**src/rtl/core/dmm_pkg.sv**
```systemverilog
// Package for the dense matrix multiply block: shared widths, command codes,
// register indexes, controller state type and controller/datapath structs.
// No dependencies.
package dmm_pkg;

  localparam int CFG_W  = 7;
  localparam int POS_W  = 6;
  localparam int VAL_W  = 16;
  localparam int MUL_W  = 32;
  localparam int PROD_W = 40;

  localparam logic [CFG_W-1:0] CFG_RESET = 7'd64;

  localparam logic [1:0] CMD_WRITE_A = 2'd0;
  localparam logic [1:0] CMD_WRITE_B = 2'd1;
  localparam logic [1:0] CMD_REQUEST = 2'd2;

  localparam logic REG_MATRIX_SIZE = 1'b0;
  localparam logic REG_STRIP_ROWS  = 1'b1;

  typedef enum logic [1:0] {
    ST_IDLE,
    ST_RUN,
    ST_DRAIN,
    ST_FINISH
  } state_t;

  // Commands from the controller to the datapath.
  typedef struct packed {
    logic write_a;
    logic write_b;
    logic start;
    logic issue;
    logic load_out;
  } ctrl_cmd_t;

  // Status from the datapath to the controller.
  typedef struct packed {
    logic a_ok;
    logic b_ok;
    logic req_ok;
    logic k_last;
    logic pipe_busy;
    logic out_free;
  } dp_status_t;

endpackage

```
**src/rtl/core/dmm_ctrl.sv**
```systemverilog
// Controller state machine of the dense matrix multiply block.
// Depends on dmm_pkg for the state type, command codes and structs.
module dmm_ctrl (
  input  logic                clk,
  input  logic                rst,
  input  logic                item_valid,
  input  logic [1:0]          cmd,
  input  dmm_pkg::dp_status_t status,
  output logic                item_stall,
  output dmm_pkg::ctrl_cmd_t  ctrl
);

  dmm_pkg::state_t state;
  dmm_pkg::state_t state_next;

  always_ff @(posedge clk) begin
    if (rst) begin
      state <= dmm_pkg::ST_IDLE;
    end else begin
      state <= state_next;
    end
  end

  always_comb begin
    state_next = state;
    ctrl       = '0;
    item_stall = 1'b1;
    case (state)
      dmm_pkg::ST_IDLE: begin
        item_stall = 1'b0;
        if (item_valid) begin
          case (cmd)
            dmm_pkg::CMD_WRITE_A: ctrl.write_a = status.a_ok;
            dmm_pkg::CMD_WRITE_B: ctrl.write_b = status.b_ok;
            dmm_pkg::CMD_REQUEST: begin
              ctrl.start = 1'b1;
              state_next = status.req_ok ? dmm_pkg::ST_RUN : dmm_pkg::ST_FINISH;
            end
            default: ;
          endcase
        end
      end
      dmm_pkg::ST_RUN: begin
        ctrl.issue = 1'b1;
        if (status.k_last) begin
          state_next = dmm_pkg::ST_DRAIN;
        end
      end
      dmm_pkg::ST_DRAIN: begin
        if (!status.pipe_busy) begin
          state_next = dmm_pkg::ST_FINISH;
        end
      end
      dmm_pkg::ST_FINISH: begin
        if (status.out_free) begin
          ctrl.load_out = 1'b1;
          state_next    = dmm_pkg::ST_IDLE;
        end
      end
      default: state_next = dmm_pkg::ST_IDLE;
    endcase
  end

endmodule

```
**config.mk**
```make
export PLATFORM = sky130hd
export DESIGN_NAME = dmm_ctrl
export DESIGN_NICKNAME = d
export VERILOG_FILES = /design/src/rtl/core/dmm_pkg.sv /design/src/rtl/core/dmm_ctrl.sv
export SDC_FILE = /design/constraint.sdc
export NUM_CORES = 1
export LEC_CHECK = 0
export ABC_AREA = 0
export ABC_CLOCK_PERIOD_IN_PS = 5000
export BUFFER_PORTS_ARGS = -buffer_cell sky130_fd_sc_hd__buf_2
export CORE_AREA = 2 2 39 41
export DETAILED_ROUTE_END_ITERATION = 6
export DIE_AREA = 0 0 41 43
export GPL_ROUTABILITY_DRIVEN = 0
export PLACE_DENSITY = 0.44
export SKIP_LAST_GASP = 1
export SYNTH_ARGS = -nofsm -noshare
export SYNTH_HDL_FRONTEND = slang
export SYNTH_SLANG_ARGS = --single-unit
```
**constraint.sdc**
```tcl
create_clock -name clk -period 5 [get_ports clk]
set_input_delay 0.25 -clock clk [delete_from_list [all_inputs] [get_ports clk]]
set_output_delay 0.25 -clock clk [all_outputs]
set_load 0.03 [all_outputs]
```
==> results by group, run 1 <==
Outcome
  – Run status: finished clean

Placed design
  – PortBufs: 16
  – Hpwl dp: 456.4 µm
  – Inst Count DP: a little over 60
  – Area after DPL: 377.9 µm²

Synthesis
  – Synth top area share: 22.52%
  – Yosys reg bits: 2
  – Adder-Cell Fraction of Synth Area: 22.52%
  – Synth area leaders: ha_1 23%, dfxtp_1 14%, a2111oi_4 9.9%, nand3b_4 7.2%, nand2b_1 6.8%
  – Cell taking the most area after synthesis: ha_1
  – Post-Synth XOR/XNOR Area: 0%
  – Cells after synthesis: 29
  – EDFF count, synth: 0
  – Mux share of post-synthesis cell area: 9.009%
  – Avg Inst Size Synth: roughly 9.6 µm²
  – Sequential area share after synthesis: around 14%
  – Syn Nets: 45
  – Synth top cells by count: 5 x ha_1, 3 x inv_1, 3 x nand2b_1
  – Compound-Gate Fraction of Synth Area: about 14%
  – Post-synthesis cell type count: 18
  – Dominant synthesized flop cell: dfxtp_1
  – Simple-Gate Fraction of Synth Area: 35.59%
  – Largest family of logic cells by synthesized area: simple AND/OR/NAND/NOR gates
  – Most common cell in the netlist: ha_1
  – Cell Area, Synth: 277.8 µm²
  – Asr flop ratio synth: 0%
  – Synth Warn #: 0

Global route
  – Antenna violations before repair: 0
  – Vias in the first global route: roughly 220
  – Largest net degree at the start of global routing: 5
  – First-pass GRT wire length: 814 µm
  – GRT overflow: 0
  – Tot GR Track Use: 7.415%

Drt
  – DRT Pass-1 Iters: 2
  – DR vias: 253
  – DRT antenna net count: 0
  – Initial DRC Count: 1
  – DRT Wirelength: 567 µm
  – Via/cell ratio: 3.953
  – Detailed-route DRC error count: 0
  – Wire length per cell: 8.859 µm

Power and ir drop
  – Internal: approximately 110 µW
  – Seq pwr share: between 10% and 20%
  – Clock Power Share: 18.1%
  – Comb power frac: 66.8%
  – Switching pwr: 93.50 µW
  – Peak VDD IR: around 0.15 mV
  – PD cells: 508.7 mW/mm²
  – Net Sw Frac: 45.91%
  – Leak: 0.2156 nW

CTS
  – Worst-case clock buffer depth: 2
  – CTS Sinks: 2
  – Clk slew on worst S/H paths: roughly 30 ps
  – CTS buffer count: 3
  – CTS tree: built
  – Postcts setup bufs: 0
  – CTS Root Cell: clkbuf_4
  – CTS Hold Buffers Added: 0
  – Post-CTS Resized: 0
  – H-tree levels: 1
  – Clk Latency, worst-skew pair: 230 ps

Job
  – Total of max-cap violations: 0

STA
  – Fin. max-slew vios: 0
  – Slew headroom: about 78%
  – Actual slew at the worst max-slew pin: 335.7 ps
  – Unrepaired setup endpoints after global routing: false
  – Fmax: 0.5565 GHz
  – Post-Route Setup TNS: 0 ps
  – Final setup viols: 0
  – Worst Skew: 5.754 ps
  – WHS: 342.4 ps
  – Tmin final: 1797 ps
  – Period utilisation layout: 35.94%
  – Final hold viol count: 0

Setup path
  – CP bufs+invs: 2
  – Critical path class: reg -> out
  – Crit-path slowest cell: dfxtp_1
  – Crit path arrival time: between 1500 and 2000 ps
  – Critical Path Start Type: flip-flop
  – Critical Path Fanout Max: 4
  – Largest stage delay on the critical path: 320 ps
  – Crit end category: output pin
  – Critical path, cell by cell: inv_1 -> ha_1 -> nand2_1 -> nor4b_1 -> buf_2
  – Critical path data required time: 4750 ps
  – CP top delay family: simple AND/OR/NAND/NOR gates

Final layout
  – Top reg by flops: state
  – Max reg flops: 2
  – NumNets Final: 66
  – Area Growth Syn to Fin: 44.14%
  – Post-layout util: roughly 29%
  – Largest regs: state x2
  – Fin area: 400.4 µm²
  – N_diodes: 0
  – Final std cells w/o fill: 64
  – Share of layout cells above drive strength 1: between 40 and 50%

Die
  – Die Height: 43 µm
  – Total core area: 0.001384 mm²
  – Row cnt: 14
  – Die X-Extent: 41 µm
  – Total die area: about 0.0018 mm²
  – I/O pin total: 17
  – Initial core utilization: 20.07%

Min path
  – Hold Path Class: in -> reg
-- layout by cell type (no fill, tap or decap), drive strengths merged --
| cell type | count |
|---|---|
| a2111oi | 1 |
| a21oi | 1 |
| and2 | 2 |
| and2b | 1 |
| buf | 16 |
| clkbuf | 3 |
| dfxtp | 2 |
| ha | 5 |
| inv | 3 |
| mux2 | 1 |
| mux2i | 1 |
| nand2 | 2 |
| nand2b | 3 |
| nand3b | 1 |
| nor2 | 1 |
| nor2b | 1 |
| nor3 | 1 |
| nor3b | 1 |
| nor4b | 1 |
| o21bai | 1 |
-- stage by stage --
stage               setup slack [ps]  total power [mW]
floorplan                       2952            0.1404
global placement                3266            0.1706
detailed placement              3298            0.1699
CTS                             3167            0.2085
global route                    3066            0.2265
finish                          3203            0.2037
-- worst paths after layout --
path | from | endpoint | slack, ps | cells after the start
setup / recovery | state[1] | ctrl[4] | 3200 | 5
hold / removal | rst | state[0] | 340 | 3
setup reg to reg | state[1] | state[1] | 3320 | 5
hold reg to reg | state[0] | state[0] | 520 | 2
-- kinds of logic after synthesis --
group / count (synthesis)
AOI/OAI and AO/OA: 3
adders and majority gates: 5
and+or+nand+nor: 14
DFF: 2
buffers and inverters: 3
muxes: 2
-- cell type report --
type                    count  area (µm²)
clock buffers               3       22.52
fillers                   161       983.4
inverters                   3       11.26
multi-input cells          24       226.5
flip-flops and latches      2       40.04
well taps                  16       20.02
repair buffers             16       80.08
-- routing by layer --
layer	global-route usage (%)	part of all wire (%)
met2	9.688	40
met1	7.668	43
met5	0	0
met4	8.000	0
met3	3.665	17
-- worst register-to-register path, delay by kind of cell, from the launching register on --
family	cells	cell delay, ps
AO/OA/AOI/OAI	1	390
AND/OR/NAND/NOR	1	210
multiplexers	1	330
flip-flops	1	350
adder cells (fa/ha/maj)	1	200
buffers and inverters	1	100
-- power by group through the flow --
| stage | clock (mW) | sequential [mW] | combinational (mW) |
|---|---|---|---|
| 2_1_floorplan | 0 | 0.0293 | 0.111 |
| 3_3_place_gp | 0 | 0.0313 | 0.139 |
| 3_5_place_dp | 0 | 0.0311 | 0.139 |
| 4_1_cts | 0.0383 | 0.0309 | 0.139 |
| 5_1_grt | 0.0418 | 0.0323 | 0.152 |
| 6_report | 0.0369 | 0.0307 | 0.136 |
No activity file was read; power rests on OpenSTA's default activity.
==> inputs of run 2 (changes only) <==
--- a/config.mk
+++ b/config.mk
@@ -6,13 +6,13 @@
 export NUM_CORES = 1
 export LEC_CHECK = 0
 export ABC_AREA = 0
-export ABC_CLOCK_PERIOD_IN_PS = 5000
+export ABC_CLOCK_PERIOD_IN_PS = 1600
 export BUFFER_PORTS_ARGS = -buffer_cell sky130_fd_sc_hd__buf_2
 export CORE_AREA = 2 2 39 41
 export DETAILED_ROUTE_END_ITERATION = 6
 export DIE_AREA = 0 0 41 43
 export GPL_ROUTABILITY_DRIVEN = 0
-export PLACE_DENSITY = 0.44
+export PLACE_DENSITY = 0.45
 export SKIP_LAST_GASP = 1
 export SYNTH_ARGS = -nofsm -noshare
 export SYNTH_HDL_FRONTEND = slang
==> constraint.sdc (replaced) <==
create_clock -name clk -period 1.6 [get_ports clk]
set_input_delay 0.08 -clock clk [delete_from_list [all_inputs] [get_ports clk]]
set_output_delay 0.08 -clock clk [all_outputs]
set_load 0.03 [all_outputs]
==> results by group, run 2 (same netlist as run 1, synthesis figures left out) <==
Outcome
  – Run status: finished clean

Final layout
  – Area Growth Syn to Fin: 72.07%
  – NumNets Final: 71
  – Largest regs: state x2
  – N_diodes: 0
  – Share of layout cells above drive strength 1: 66.04%
  – Multi-input gate area in the final layout: 257.7 µm²
  – Commonest non-fill, non-tap cell in the layout: buf_2
  – Fin area: approximately 480 µm²
  – Final std cells w/o fill: 69
  – Max reg flops: 2
  – Top reg by flops: state
  – Commonest non-fill, non-tap cells in the layout: 15 x buf_2, 5 x buf_4, 3 x nand2b_1, 3 x ha_1, 3 x clkbuf_4
  – Reg area: 42.54 µm²
  – Fillers: 143

CTS
  – CTS Sinks: 2
  – Worst-case clock buffer depth: 2
  – CTS Root Cell: clkbuf_4
  – CTS tree: built
  – Clk slew on worst S/H paths: ~30 ps
  – H-tree levels: 1
  – CTS buffer count: 3
  – Clk Latency, worst-skew pair: 220 ps

Min path
  – Hold Path Class: in -> reg
  – Min-delay src: rst
  – Hold path cells: 3

Drt
  – DR vias: 284
  – Wire length per cell: 8.696 µm
  – DRT Pass-1 Iters: 2
  – DRT Wirelength: 600 µm
  – DRT antenna net count: 0
  – Detailed-route DRC error count: 0
  – Initial DRC Count: 5
  – Via/cell ratio: just over 4

Global route
  – First-pass GRT wire length: 952 µm
  – GRT overflow: 0
  – Tot GR Track Use: between 8 and 9%
  – Vias in the first global route: 256
  – Largest net degree at the start of global routing: 5
  – Antenna violations before repair: 0

STA
  – Fin. max-slew vios: 0
  – Final hold viol count: 0
  – Tmin final: ~1600 ps
  – Unrepaired setup endpoints after global routing: true
  – Fmax: roughly 0.63 GHz
  – Actual slew at the worst max-slew pin: 320.0 ps
  – Period utilisation layout: 99.41%
  – Final setup viols: 0
  – Slew headroom: 78.67%
  – Worst Skew: 2.787 ps

Power and ir drop
  – PD cells: between 1500 and 2000 mW/mm²
  – Peak VDD IR: 0.9440 mV
  – Power, Total: around 810 µW
  – Leak: between 0.2 and 0.25 nW

Die
  – Total core area: 0.001384 mm²
  – Initial core utilization: 20.07%
  – Total die area: 0.001763 mm²
  – Row cnt: 14
  – I/O pin total: 17
  – Die Height: 43 µm
  – Die X-Extent: between 40 and 50 µm

Placed design
  – Hpwl dp: 514.3 µm
  – Inst Count DP: 64
  – PortBufs: 16
  – Area after DPL: 420.4 µm²

Setup path
  – FF-to-FF path depth: 5
  – Crit end category: flip-flop
  – Critical path data required time: approximately 1700 ps
  – Critical Path Fanout Max: 3
  – Critical Path Start Type: flip-flop
  – Crit path arrival time: 1690 ps
  – Critical path class: reg -> reg
  – Crit path from: state[0]
  – Worst R2R Start: state[0]

Job
  – Total of max-cap violations: 0
==> run 2: cell types whose count changed in the layout (fill, tap and decap cells not counted), sizes merged <==
cell / previous run / this run
buf: 16 / 21
==> run 2: layout make-up <==
type                            instances  share of cell area [%]
Clock buffer                            3                   4.712
Inverter                                3                   2.356
Multi-Input combinational cell         24                   53.93
Sequential cell                         2                   8.901
Tap cell                               16                   4.188
Timing Repair Buffer                   21                   25.92
==> run 2: stage by stage <==
stage / hold WS, ps / util (%) / setup slack (ps) / setup TNS (ps)
after floorplan: 230.4 / - / -5.729 / -5.729
after global placement: 397.0 / 30.38 / 8.093 / 0
after detailed placement: 393.3 / 30.38 / 7.722 / 0
after CTS: 160.1 / 32.19 / 3.024 / 0
after global routing: 169.1 / 34.54 / -38.08 / -45.10
final: 168.5 / 34.54 / 9.446 / 0
==> run 2: critical path: stages, from the launching register on <==
cell and delay, ps:
dfxtp_2 310, buf_6 120, ha_4 140, and2b_2 200, a2111oi_4 370, mux2_4 330
==> run 2: worst paths after layout <==
path,slack (ps),end
max,9,state[1]
min,170,state[0]
max reg2reg,9,state[1]
min reg2reg,710,state[0]
==> run 2: what timing repair did <==
item / in CTS / in global routing
pin swaps: 0 / 2
hold endpoints to repair: 0 / 0
endpoints found under the setup margin: 1 / 5
buffers inserted: 0 / 2
hold buffers: 0 / 0
resized for setup: 1 / 6
==> run 2: report_power, final <==
part           internal, mW  leakage [nW]  switching [mW]
clock network        0.0825        0.0138          0.0261
logic                 0.308         0.214           0.294
registers            0.0793        0.0172          0.0190
total                 0.470         0.245           0.339
==> run 2: metal layers <==
metal  GRT usage [%]  wire length, µm  vias up
met5               0                0        -
met4           8.000                0        0
met3           4.712               64        0
met2           12.19              305       13
met1           7.987              229      123
li1                -                -      148
